[src/rtl/iss_pkg.sv]
// shared types, codes and defaults of the indexed sequential search core
package iss_pkg;

  // default sizes
  localparam int LIST_DEPTH_DEF  = 1024;
  localparam int INDEX_DEPTH_DEF = 16;
  localparam int DATA_WIDTH_DEF  = 32;

  // fixed field widths
  localparam int SLOT_W  = 10;
  localparam int VALUE_W = 32;
  localparam int START_W = 10;
  localparam int POS_W   = 10;

  // configuration port
  localparam int CFG_INDEX_W = 1;
  localparam int CFG_DATA_W  = 11;
  localparam int LIST_COUNT_W  = 11;
  localparam int INDEX_COUNT_W = 5;
  localparam logic [CFG_INDEX_W-1:0] CFG_LIST_COUNT  = 1'd0;
  localparam logic [CFG_INDEX_W-1:0] CFG_INDEX_COUNT = 1'd1;

  // input mode codes
  localparam logic [1:0] MODE_LOAD_LIST  = 2'd0;
  localparam logic [1:0] MODE_LOAD_INDEX = 2'd1;
  localparam logic [1:0] MODE_SEARCH     = 2'd2;

  // depth of the queue between front and back
  localparam int QUEUE_DEPTH = 2;

  typedef struct packed {
    logic [1:0]                mode;
    logic [SLOT_W-1:0]         slot;
    logic signed [VALUE_W-1:0] value;
    logic [START_W-1:0]        start_position;
  } in_item_t;

  typedef struct packed {
    logic             found;
    logic [POS_W-1:0] position;
  } out_item_t;

  // operation classes handed from front to back
  typedef enum logic [1:0] {
    OP_LIST_WR,
    OP_INDEX_WR,
    OP_SEARCH
  } op_kind_t;

  typedef struct packed {
    op_kind_t                  kind;
    logic [SLOT_W-1:0]         slot;
    logic signed [VALUE_W-1:0] value;
    logic [START_W-1:0]        start;
  } op_t;

endpackage

[src/rtl/iss_queue.sv]
// short operation queue between front and back
module iss_queue (
  input  logic         clk,
  input  logic         rst,
  input  logic         push,
  input  iss_pkg::op_t push_op,
  input  logic         pop,
  output iss_pkg::op_t head,
  output logic         full,
  output logic         empty
);
  import iss_pkg::*;

  localparam int QAW = (QUEUE_DEPTH > 1) ? $clog2(QUEUE_DEPTH) : 1;
  localparam int QCW = $clog2(QUEUE_DEPTH + 1);

  op_t            entries [QUEUE_DEPTH];
  logic [QAW-1:0] wr_ptr;
  logic [QAW-1:0] rd_ptr;
  logic [QCW-1:0] count;
  logic           do_push;
  logic           do_pop;

  assign full    = (count == QCW'(QUEUE_DEPTH));
  assign empty   = (count == '0);
  assign do_push = push && !full;
  assign do_pop  = pop && !empty;
  assign head    = entries[rd_ptr];

  // storage
  always_ff @(posedge clk) begin
    if (do_push) begin
      entries[wr_ptr] <= push_op;
    end
  end

  // pointers and fill count
  always_ff @(posedge clk) begin
    if (rst) begin
      wr_ptr <= '0;
      rd_ptr <= '0;
      count  <= '0;
    end else begin
      if (do_push) begin
        wr_ptr <= (wr_ptr == QAW'(QUEUE_DEPTH - 1)) ? '0 : wr_ptr + 1'b1;
      end
      if (do_pop) begin
        rd_ptr <= (rd_ptr == QAW'(QUEUE_DEPTH - 1)) ? '0 : rd_ptr + 1'b1;
      end
      if (do_push && !do_pop) begin
        count <= count + 1'b1;
      end else if (do_pop && !do_push) begin
        count <= count - 1'b1;
      end
    end
  end

endmodule

[config.mk]
export PLATFORM = sky130hd
export DESIGN_NAME = iss_queue
export DESIGN_NICKNAME = d
export VERILOG_FILES = /design/src/rtl/iss_pkg.sv /design/src/rtl/iss_queue.sv
export SDC_FILE = /design/constraint.sdc
export NUM_CORES = 1
export LEC_CHECK = 0
export BUFFER_PORTS_ARGS = -buffer_cell sky130_fd_sc_hd__buf_2
export CORE_MARGIN = 1
export CORE_UTILIZATION = 51
export DETAILED_ROUTE_END_ITERATION = 8
export HOLD_SLACK_MARGIN = 0.02
export PLACE_DENSITY = 0.75
export SLEW_MARGIN = 10
export SYNTH_ARGS = -nofsm -noshare
export SYNTH_HDL_FRONTEND = slang
export SYNTH_SLANG_ARGS = --single-unit
[constraint.sdc]
create_clock -name clk -period 2.9 [get_ports clk]
set_input_delay 0.29 -clock clk [delete_from_list [all_inputs] [get_ports clk]]
set_output_delay 0.29 -clock clk [all_outputs]
set_load 0.01 [all_outputs]
==> results of run 1 <==
-- routing by layer --
| metal | vias to the layer above | share of wire (%) | wire length [µm] | track usage, % |
|---|---|---|---|---|
| li1 | 1135 | - | - | - |
| met1 | 1136 | 41 | 3050 | 21.6 |
| met2 | 78 | 53 | 3950 | 33.0 |
| met3 | 10 | 4.7 | 352 | 6.47 |
| met4 | 0 | 1.7 | 127 | 9.24 |
| met5 | - | 0 | 0 | 0 |
-- cell usage in the layout, fill, tap and decap left out, drive strengths merged --
cell type    synthesis  layout
bufinv               0       2
xor2                 3       3
nor2                 5       5
a21oi                2       2
ha                   1       1
edfxtp             108     108
inv                  2       2
mux2                54      54
or3                  2       2
dlygate4sd3          0      55
nor2b                1       1
clkbuf               0      18
buf                  6     118
o21ai                3       3
clkinv               0       9
and2                 1       1
dfxtp                5       5
-- power breakdown --
part           internal (mW)  total, mW  switching (mW)
registers               2.06       2.16          0.0979
logic                  0.577       1.15           0.569
clock network           1.18       1.79           0.609
-- cells in the mapped netlist, drive strengths merged --
| cell | n |
|---|---|
| or3 | 2 |
| nor2 | 5 |
| ha | 1 |
| and2 | 1 |
| inv | 2 |
| dfxtp | 5 |
| edfxtp | 108 |
| xor2 | 3 |
| a21oi | 2 |
| mux2 | 54 |
| o21ai | 3 |
| nor2b | 1 |
| buf | 6 |
-- flip-flops by register name, summed over array words and instances (netlist names), named ones only --
register,cells
count,2
entries,108
rd_ptr,1
wr_ptr,1
-- cell families after synthesis --
group	after synthesis
AOI/OAI and AO/OA	5
buffers and inverters	8
and+or+nand+nor	9
muxes	54
adders and majority gates	1
DFF	113
xor gates and xnor gates	3
-- final timing paths --
check | end | slack [ns]
setup / recovery | head[9] | 0.65
hold / removal | wr_ptr | 0.20
setup reg to reg | entries[1][50] | 0.96
hold reg to reg | wr_ptr | 0.49
-- area by class of cell --
cell class	count	area (µm²)	area share, %
multi-input combinational	72	719	12.2
clock inverter	11	98.8	1.68
timing repair buffer	173	1180	20.0
clock buffer	18	418	7.09
inverter	2	7.51	0.127
sequential	113	3340	56.7
tap	102	128	2.17
-- critical path: stages, from the launching register on --
cell	delay, ns
dfxtp_2	0.64
buf_12	0.30
mux2_2	0.38
buf_2	0.14
-- what timing repair did --
item                                   in CTS  in global routing
endpoints found under the hold margin     113                  0
hold buffers                               55                  0
resized for setup                           0                  0
==> results.tsv, run 1 <==
metric	value	unit
die_h	91.7	µm
synth_nets	252	
hold_class	in -> reg	
grt_pass1_wl	11800	µm
drc	0	
hp-start	push	
fillers	480	
clk_pin_slew	0.05	ns
dr.pass1.iters	4	
finalWorstSetupSlack	0.648	ns
htree_levels	4	
die_w	91.7	µm
synth_top_area_cell	edfxtp_1	
worst_pin_slew	0.706	ns
synth_area	0.00410	mm²
hold_depth	4	
rsz0062_at_grt	no	
placed_area	0.00483	mm²
finClkSkew	0.00437	ns
io_pins	114	
leakagePower	2.27	nW
gr-total-overflow	0	
stdcell_area	0.00589	mm²
synthAdderAreaFrac	0.305	%
initial_core_util	52.8	%
irDropWorstVdd	516	µV
syn_to_final_growth	43.6	%
power.density	863	mW/mm²
min_period	2.25	ns
synth_seq_cells	113	
muxShareOfSynthArea	14.8	%
synth_top_family_by_area	multiplexers	
relSlewSlack	52.9	%
worstSetupPathType	reg -> out	
cp.required	2.61	ns
final.setup.tns	0	ns
setup.worst_path.start_class	flop	
track_usage	19.2	%
synth_compound_gate_area_share	0.610	%
dpl.hpwl	4290	µm
num_vias	2359	
cts-root-buf	clkbuf_8	
yosysWarnings	0	
routabilityCongestion	0.679	
ys_types	14	
syn_inst	193	
core_area	0.00777	mm²
cts_buffers	17	
dp_cells	407	
nets	438	
yosys.area_share.simple	1.13	%
cts_max_path_buffers	2	
routed_wl	7480	µm
drv_cap	0	
r2r.worst_path.cells	4	
fmax	444	MHz
holdWs	0.201	ns
num_rows	32	
clock_latency	0.49	ns
vias_per_cell	4.80	
setup_viol	0	
status	completed	
dieArea	0.00841	mm²
portBuffers	113	
drt-initial-drc-count	86	
end_kind	output port	
fin_util	75.9	%
critical_path.max_fanout	36	
final_max_slew_viol_count	0	
wl_per_cell	15.2	µm
synth_top_area_share	79.0	%
diodes	0	
fin_crit_sh	77.7	%
cts_setup_buffers	0	
antenna_found_initial	0	
synth_area_per_cell	21.3	µm²
synth-xor-area-share	0.640	%
final_cell_count_no_fill	491	
cts_tree	yes	
cts.sinks	113	
worstPathArrival	1.96	ns
timing.rr.start	count[0]	
drive_gt1_share	51.2	%
grt_start_max_net_pins	37	
finalPower	5.09	mW
antenna_left	0	
place_worst_setup_slack	0.956	ns
ys_seq_area_share	81.5	%
finalHoldViolCount	0	
grt_pass1_vias	2498	
ys_top_cells_by_area	edfxtp_1 79%, mux2_2 15%, dfxtp_1 2.4%	
Power figures use the tool's default switching activity.
==> run 2, diff against run 1 <==
clock period = 2.4 ns   (was 2.9 ns; I/O delays follow)
==> run 2 against run 1 <==
Effect of this change: sequential power is 20% higher; clock skew up 0.0024 ns; sequential share of layout area is 0.29 points lower; total power rose by 22%; clock-buffer cell count up 1; critical path depth is the same; via count is 1.4% higher; register-to-register slack lost 0.31 ns; critical endpoint is now head[25]; global-route usage up 0.62 points; clock power up 22%.
==> results.tsv, run 2 (same netlist as run 1, synthesis figures left out) <==
metric	value	unit	change
status	completed		unchanged
end_kind	output port		unchanged
p_seq_share	41.7	%	was 42.4%
routed_wl	7850	µm	was 7480 µm
wl_per_cell	15.9	µm	was 15.2 µm
num_rows	32		unchanged
rsz0062_at_grt	no		unchanged
top_regs	entries x108, count x2		unchanged
initial_core_util	52.8	%	unchanged
power.density	1050	mW/mm²	was 863 mW/mm²
io_pins	114		unchanged
final.setup.tns	0	ns	unchanged
antenna_found_initial	0		unchanged
diodes	0		unchanged
syn_to_final_growth	44.4	%	was 43.6%
place_worst_setup_slack	0.664	ns	was 0.956 ns
fin_crit_sh	87.6	%	
cts-root-buf	clkbuf_8		unchanged
drive_gt1_share	51.0	%	was 51.2%
largest_register_ffs	108		unchanged
htree_levels	4		unchanged
p_comb_share	23.1	%	was 22.5%
nets	440		was 438
gr-total-overflow	0		unchanged
finalPower	6.23	mW	was 5.09 mW
drt-initial-drc-count	108		was 86
p_sw	1.59	mW	was 1.28 mW
track_usage	19.9	%	was 19.2%
dpl.hpwl	4500	µm	was 4290 µm
cp.required	2.16	ns	was 2.61 ns
intPower	4.64	mW	was 3.81 mW
die_h	91.7	µm	unchanged
grt_start_max_net_pins	31		was 37
cts_buffers	17		unchanged
drv_cap	0		unchanged
grt_pass1_vias	2543		was 2498
placed_area	0.00485	mm²	was 0.00483 mm²
grt_pass1_wl	11900	µm	was 11800 µm
dr.pass1.iters	4		unchanged
portBuffers	113		unchanged
stdcell_area	0.00592	mm²	was 0.00589 mm²
cts_tree	yes		unchanged
irDropWorstVdd	773	µV	was 516 µV
finalHoldViolCount	0		unchanged
hold_class	in -> reg		unchanged
clock_latency	0.50	ns	was 0.49 ns
final_max_slew_viol_count	0		unchanged
finalWorstSetupSlack	0.298	ns	was 0.648 ns
drc	0		unchanged
worstPathArrival	1.86	ns	was 1.96 ns
leakagePower	2.28	nW	was 2.27 nW
setup.worst_path.start_class	flop		unchanged
worstSetupPathType	reg -> out		unchanged
setup_viol	0		unchanged
clk_pin_slew	0.05	ns	about the same
min_period	2.10	ns	
top_register	entries		unchanged
critical_path.max_fanout	16		was 36
num_vias	2391		was 2359
clock_power_share	35.2	%	was 35.1%
final_cell_mix	113 x buf_2, 108 x edfxtp_1, 55 x dlygate4sd3_1		unchanged
p_sw_share	25.5	%	was 25.1%
finClkSkew	0.00673	ns	was 0.00437 ns
antenna_left	0		unchanged
mostFrequentLayoutCell	buf_2		unchanged
vias_per_cell	4.84		was 4.80
dieArea	0.00841	mm²	unchanged
routabilityCongestion	0.711		was 0.679
core_area	0.00777	mm²	unchanged
fmax	476	MHz	
relSlewSlack	71.7	%	was 52.9%
cts_max_path_buffers	2		unchanged
post_cts_resized	0		unchanged
worst_pin_slew	0.424	ns	was 0.706 ns
cts.sinks	113		unchanged
die_w	91.7	µm	unchanged
-- run 2: cell types whose count changed in the layout (fill, tap and decap cells not counted) --
cell / previous run / this run
clkinv_2: 4 / 3
clkbuf_1: 1 / 2
buf_12: 2 / 3
buf_4: 3 / 4
clkinv_1: 5 / 6
-- run 2: worst max-delay path, stage by stage (launching register included) --
cell and delay, ns:
dfxtp_2 0.58, buf_4 0.26, mux2_2 0.37, buf_2 0.15
-- run 2: area by class of cell --
class                           count  area [µm²]
Multi-Input combinational cell     72         719
Tap cell                          102         128
Clock buffer                       19         422
Fill cell                         452        1840
Inverter                            2        7.51
Sequential cell                   113        3340
Clock inverter                     11        97.6
Timing Repair Buffer              175        1210
-- run 2: final timing paths --
| check | start | to | slack, ns | cells past startpoint |
|---|---|---|---|---|
| max reg2reg | count[0] | entries[0][0] | 0.65 | 4 |
| min | push | wr_ptr | 0.12 | 4 |
| max | flop | head[25] | 0.30 | 3 |
| min reg2reg | wr_ptr | wr_ptr | 0.49 | 2 |
-- run 2: power by group through the flow --
stage	clock, mW	combinational, mW	sequential (mW)
2_1_floorplan	0	0.862	2.58
3_3_place_gp	0	1.35	2.61
3_5_place_dp	0	1.36	2.63
4_1_cts	2.22	1.45	2.60
5_1_grt	2.32	1.54	2.62
6_report	2.19	1.44	2.59
-- run 2: metrics by stage --
stage                     util [%]  cells  hold slack (ns)
after global placement        62.5    409            0.429
after global routing          76.3    494            0.184
after floorplan                  -    193            0.309
after CTS                     76.3    494            0.113
final                         76.3    494            0.118
after detailed placement      62.5    409            0.431
-- run 2: routing by layer --
metal  wire, µm  GRT usage, %  vias to the layer above  share of wire (%)
met5          0             0                        -                  0
met3        401          6.63                       19                5.1
li1           -             -                     1135                  -
met2       4140          34.3                       88                 53
met4        202          11.5                        0                2.6
met1       3100          21.3                     1149                 40
-- run 2: timing repair --
item | CTS | global route
setup buffers | 0 | 0
hold buffers | 55 | 0
hold endpoints to repair | 113 | 0
==> run 3, diff against run 2 <==
CORE_ASPECT_RATIO = 0.6   (was not set)
==> run 3 against run 2 <==
Effect of this change: routed wire length shrank 7.2%; global-route usage shrank 1.4 points; total power shrank 3.9%.
==> results.tsv, run 3 (same netlist as run 1, synthesis figures left out) <==
metric	value	unit	change
gr-total-overflow	0		unchanged
antenna_left	0		unchanged
worstPathArrival	1.63	ns	was 1.86 ns
cts_setup_buffers	0		unchanged
io_pins	114		unchanged
top_register	entries		unchanged
htree_levels	4		unchanged
dieArea	0.00842	mm²	was 0.00841 mm²
status	completed		unchanged
vias_per_cell	4.78		was 4.84
rsz0062_at_grt	no		unchanged
antenna_found_initial	0		unchanged
track_usage	18.4	%	was 19.9%
drive_gt1_share	54.2	%	was 51.0%
setup_viol	0		unchanged
nets	411		was 440
end_kind	output port		unchanged
worst_pin_slew	0.413	ns	was 0.424 ns
num_vias	2244		was 2391
largest_register_ffs	108		unchanged
portBuffers	113		unchanged
clk_pin_slew	0.05	ns	about the same
dr.pass1.iters	4		unchanged
die_h	71.5	µm	was 91.7 µm
final.setup.tns	0	ns	unchanged
leakagePower	2.14	nW	was 2.28 nW
mostFrequentLayoutCell	buf_2		unchanged
cts_buffers	17		unchanged
routabilityCongestion	0.747		was 0.711
power.density	1070	mW/mm²	was 1050 mW/mm²
cts_max_path_buffers	2		unchanged
drc	0		unchanged
clock_latency	0.39	ns	was 0.50 ns
grt-busiest-layer	met2		unchanged
top_regs	entries x108, count x2		unchanged
stdcell_area	0.00560	mm²	was 0.00592 mm²
final_cell_count_no_fill	469		was 494
placed_area	0.00482	mm²	was 0.00485 mm²
fin_util	74.6	%	was 76.3%
drt-initial-drc-count	81		was 108
final_max_slew_viol_count	0		unchanged
grt_pass1_vias	2310		was 2543
core_area	0.00751	mm²	was 0.00777 mm²
use_met3	7.96	%	was 6.63%
routed_wl	7280	µm	was 7850 µm
cp.required	2.16	ns	about the same
wl_per_cell	15.5	µm	was 15.9 µm
fin_crit_sh	77.8	%	was 87.6%
grt_pass1_wl	11100	µm	was 11900 µm
worstSetupPathType	reg -> out		unchanged
irDropWorstVdd	696	µV	was 773 µV
cts-root-buf	clkbuf_16		was clkbuf_8
cts_tree	yes		unchanged
met2_usage	29.5	%	was 34.3%
num_rows	24		was 32
dpl.hpwl	4410	µm	was 4500 µm
finalHoldViolCount	0		unchanged
initial_core_util	54.7	%	was 52.8%
setup.worst_path.start_class	flop		unchanged
relSlewSlack	72.5	%	was 71.7%
hold_class	in -> reg		unchanged
fmax	536	MHz	was 476 MHz
die_w	118	µm	was 91.7 µm
diodes	0		unchanged
finClkSkew	0.00586	ns	was 0.00673 ns
syn_to_final_growth	36.5	%	was 44.4%
drv_cap	0		unchanged
cts.sinks	113		unchanged
final_cell_mix	113 x buf_2, 108 x edfxtp_1, 54 x mux2_2		was 113 x buf_2, 108 x edfxtp_1, 55 x dlygate4sd3_1
grt_start_max_net_pins	55		was 31
fillers	460		was 452
dp_cells	408		was 409
min_period	1.87	ns	was 2.10 ns
grt_use_met1	21.7	%	was 21.3%
critical_path.max_fanout	29		was 16
## run 3: changes by cell type in the layout (fill, tap and decap cells not counted), sizes merged
cell,change
dlygate4sd3,-26
clkinv,+1
clkbuf,+3
buf,-3
bufinv,-2
## run 3: metal layers
| metal | wire length (µm) | part of all wire [%] | up-vias |
|---|---|---|---|
| met5 | 0 | 0 | - |
| met4 | 85 | 1.2 | 0 |
| met3 | 557 | 7.6 | 9 |
| met2 | 3390 | 46 | 93 |
| met1 | 3250 | 45 | 1060 |
| li1 | - | - | 1082 |
## run 3: final cells by class
type | instances | area (µm²) | area share [%]
Multi-Input combinational cell | 72 | 719 | 12.8
Sequential cell | 113 | 3340 | 59.7
Inverter | 2 | 7.51 | 0.134
Clock buffer | 22 | 444 | 7.93
Tap cell | 104 | 130 | 2.32
Timing Repair Buffer | 146 | 911 | 16.3
Clock inverter | 10 | 45.0 | 0.804
## run 3: worst max-delay path, stage by stage (launching register included)
cell and delay, ns:
dfxtp_2 0.32, buf_4 0.37, mux2_2 0.40, buf_2 0.14
## run 3: timing repair
action                                  CTS  global route
hold buffers                             28             1
endpoints found under the hold margin    53             1
endpoints found under the setup margin    0             0
gates resized for setup                   0             0
## run 3: where the power goes
group          switching, mW  internal, mW  total, mW
Sequential            0.0699          2.49       2.56
Combinational          0.726         0.664       1.39
Clock                  0.754          1.28       2.04
Total                   1.55          4.43       5.98
## run 3: path summary, 6_finish.rpt
kind                   start       endpoint  slack (ns)  cells past startpoint
hold reg to reg       wr_ptr         wr_ptr        0.49                      2
setup reg to reg    count[1]  entries[0][3]        0.85                      4
setup / recovery        flop       head[18]        0.53                      3
hold / removal    push_op[4]  entries[0][4]        0.04                      1
## run 3: stage by stage
| step | power [mW] | setup slack, ns | hold slack (ns) |
|---|---|---|---|
| 2_1_floorplan | 3.44 | 0.0623 | 0.309 |
| 3_3_place_gp | 3.93 | 0.867 | 0.428 |
| 3_5_place_dp | 3.96 | 0.843 | 0.431 |
| 4_1_cts | 6.05 | 0.511 | 0.0213 |
| 5_1_grt | 6.24 | 0.460 | 0.0227 |
| 6_report | 5.98 | 0.533 | 0.0406 |
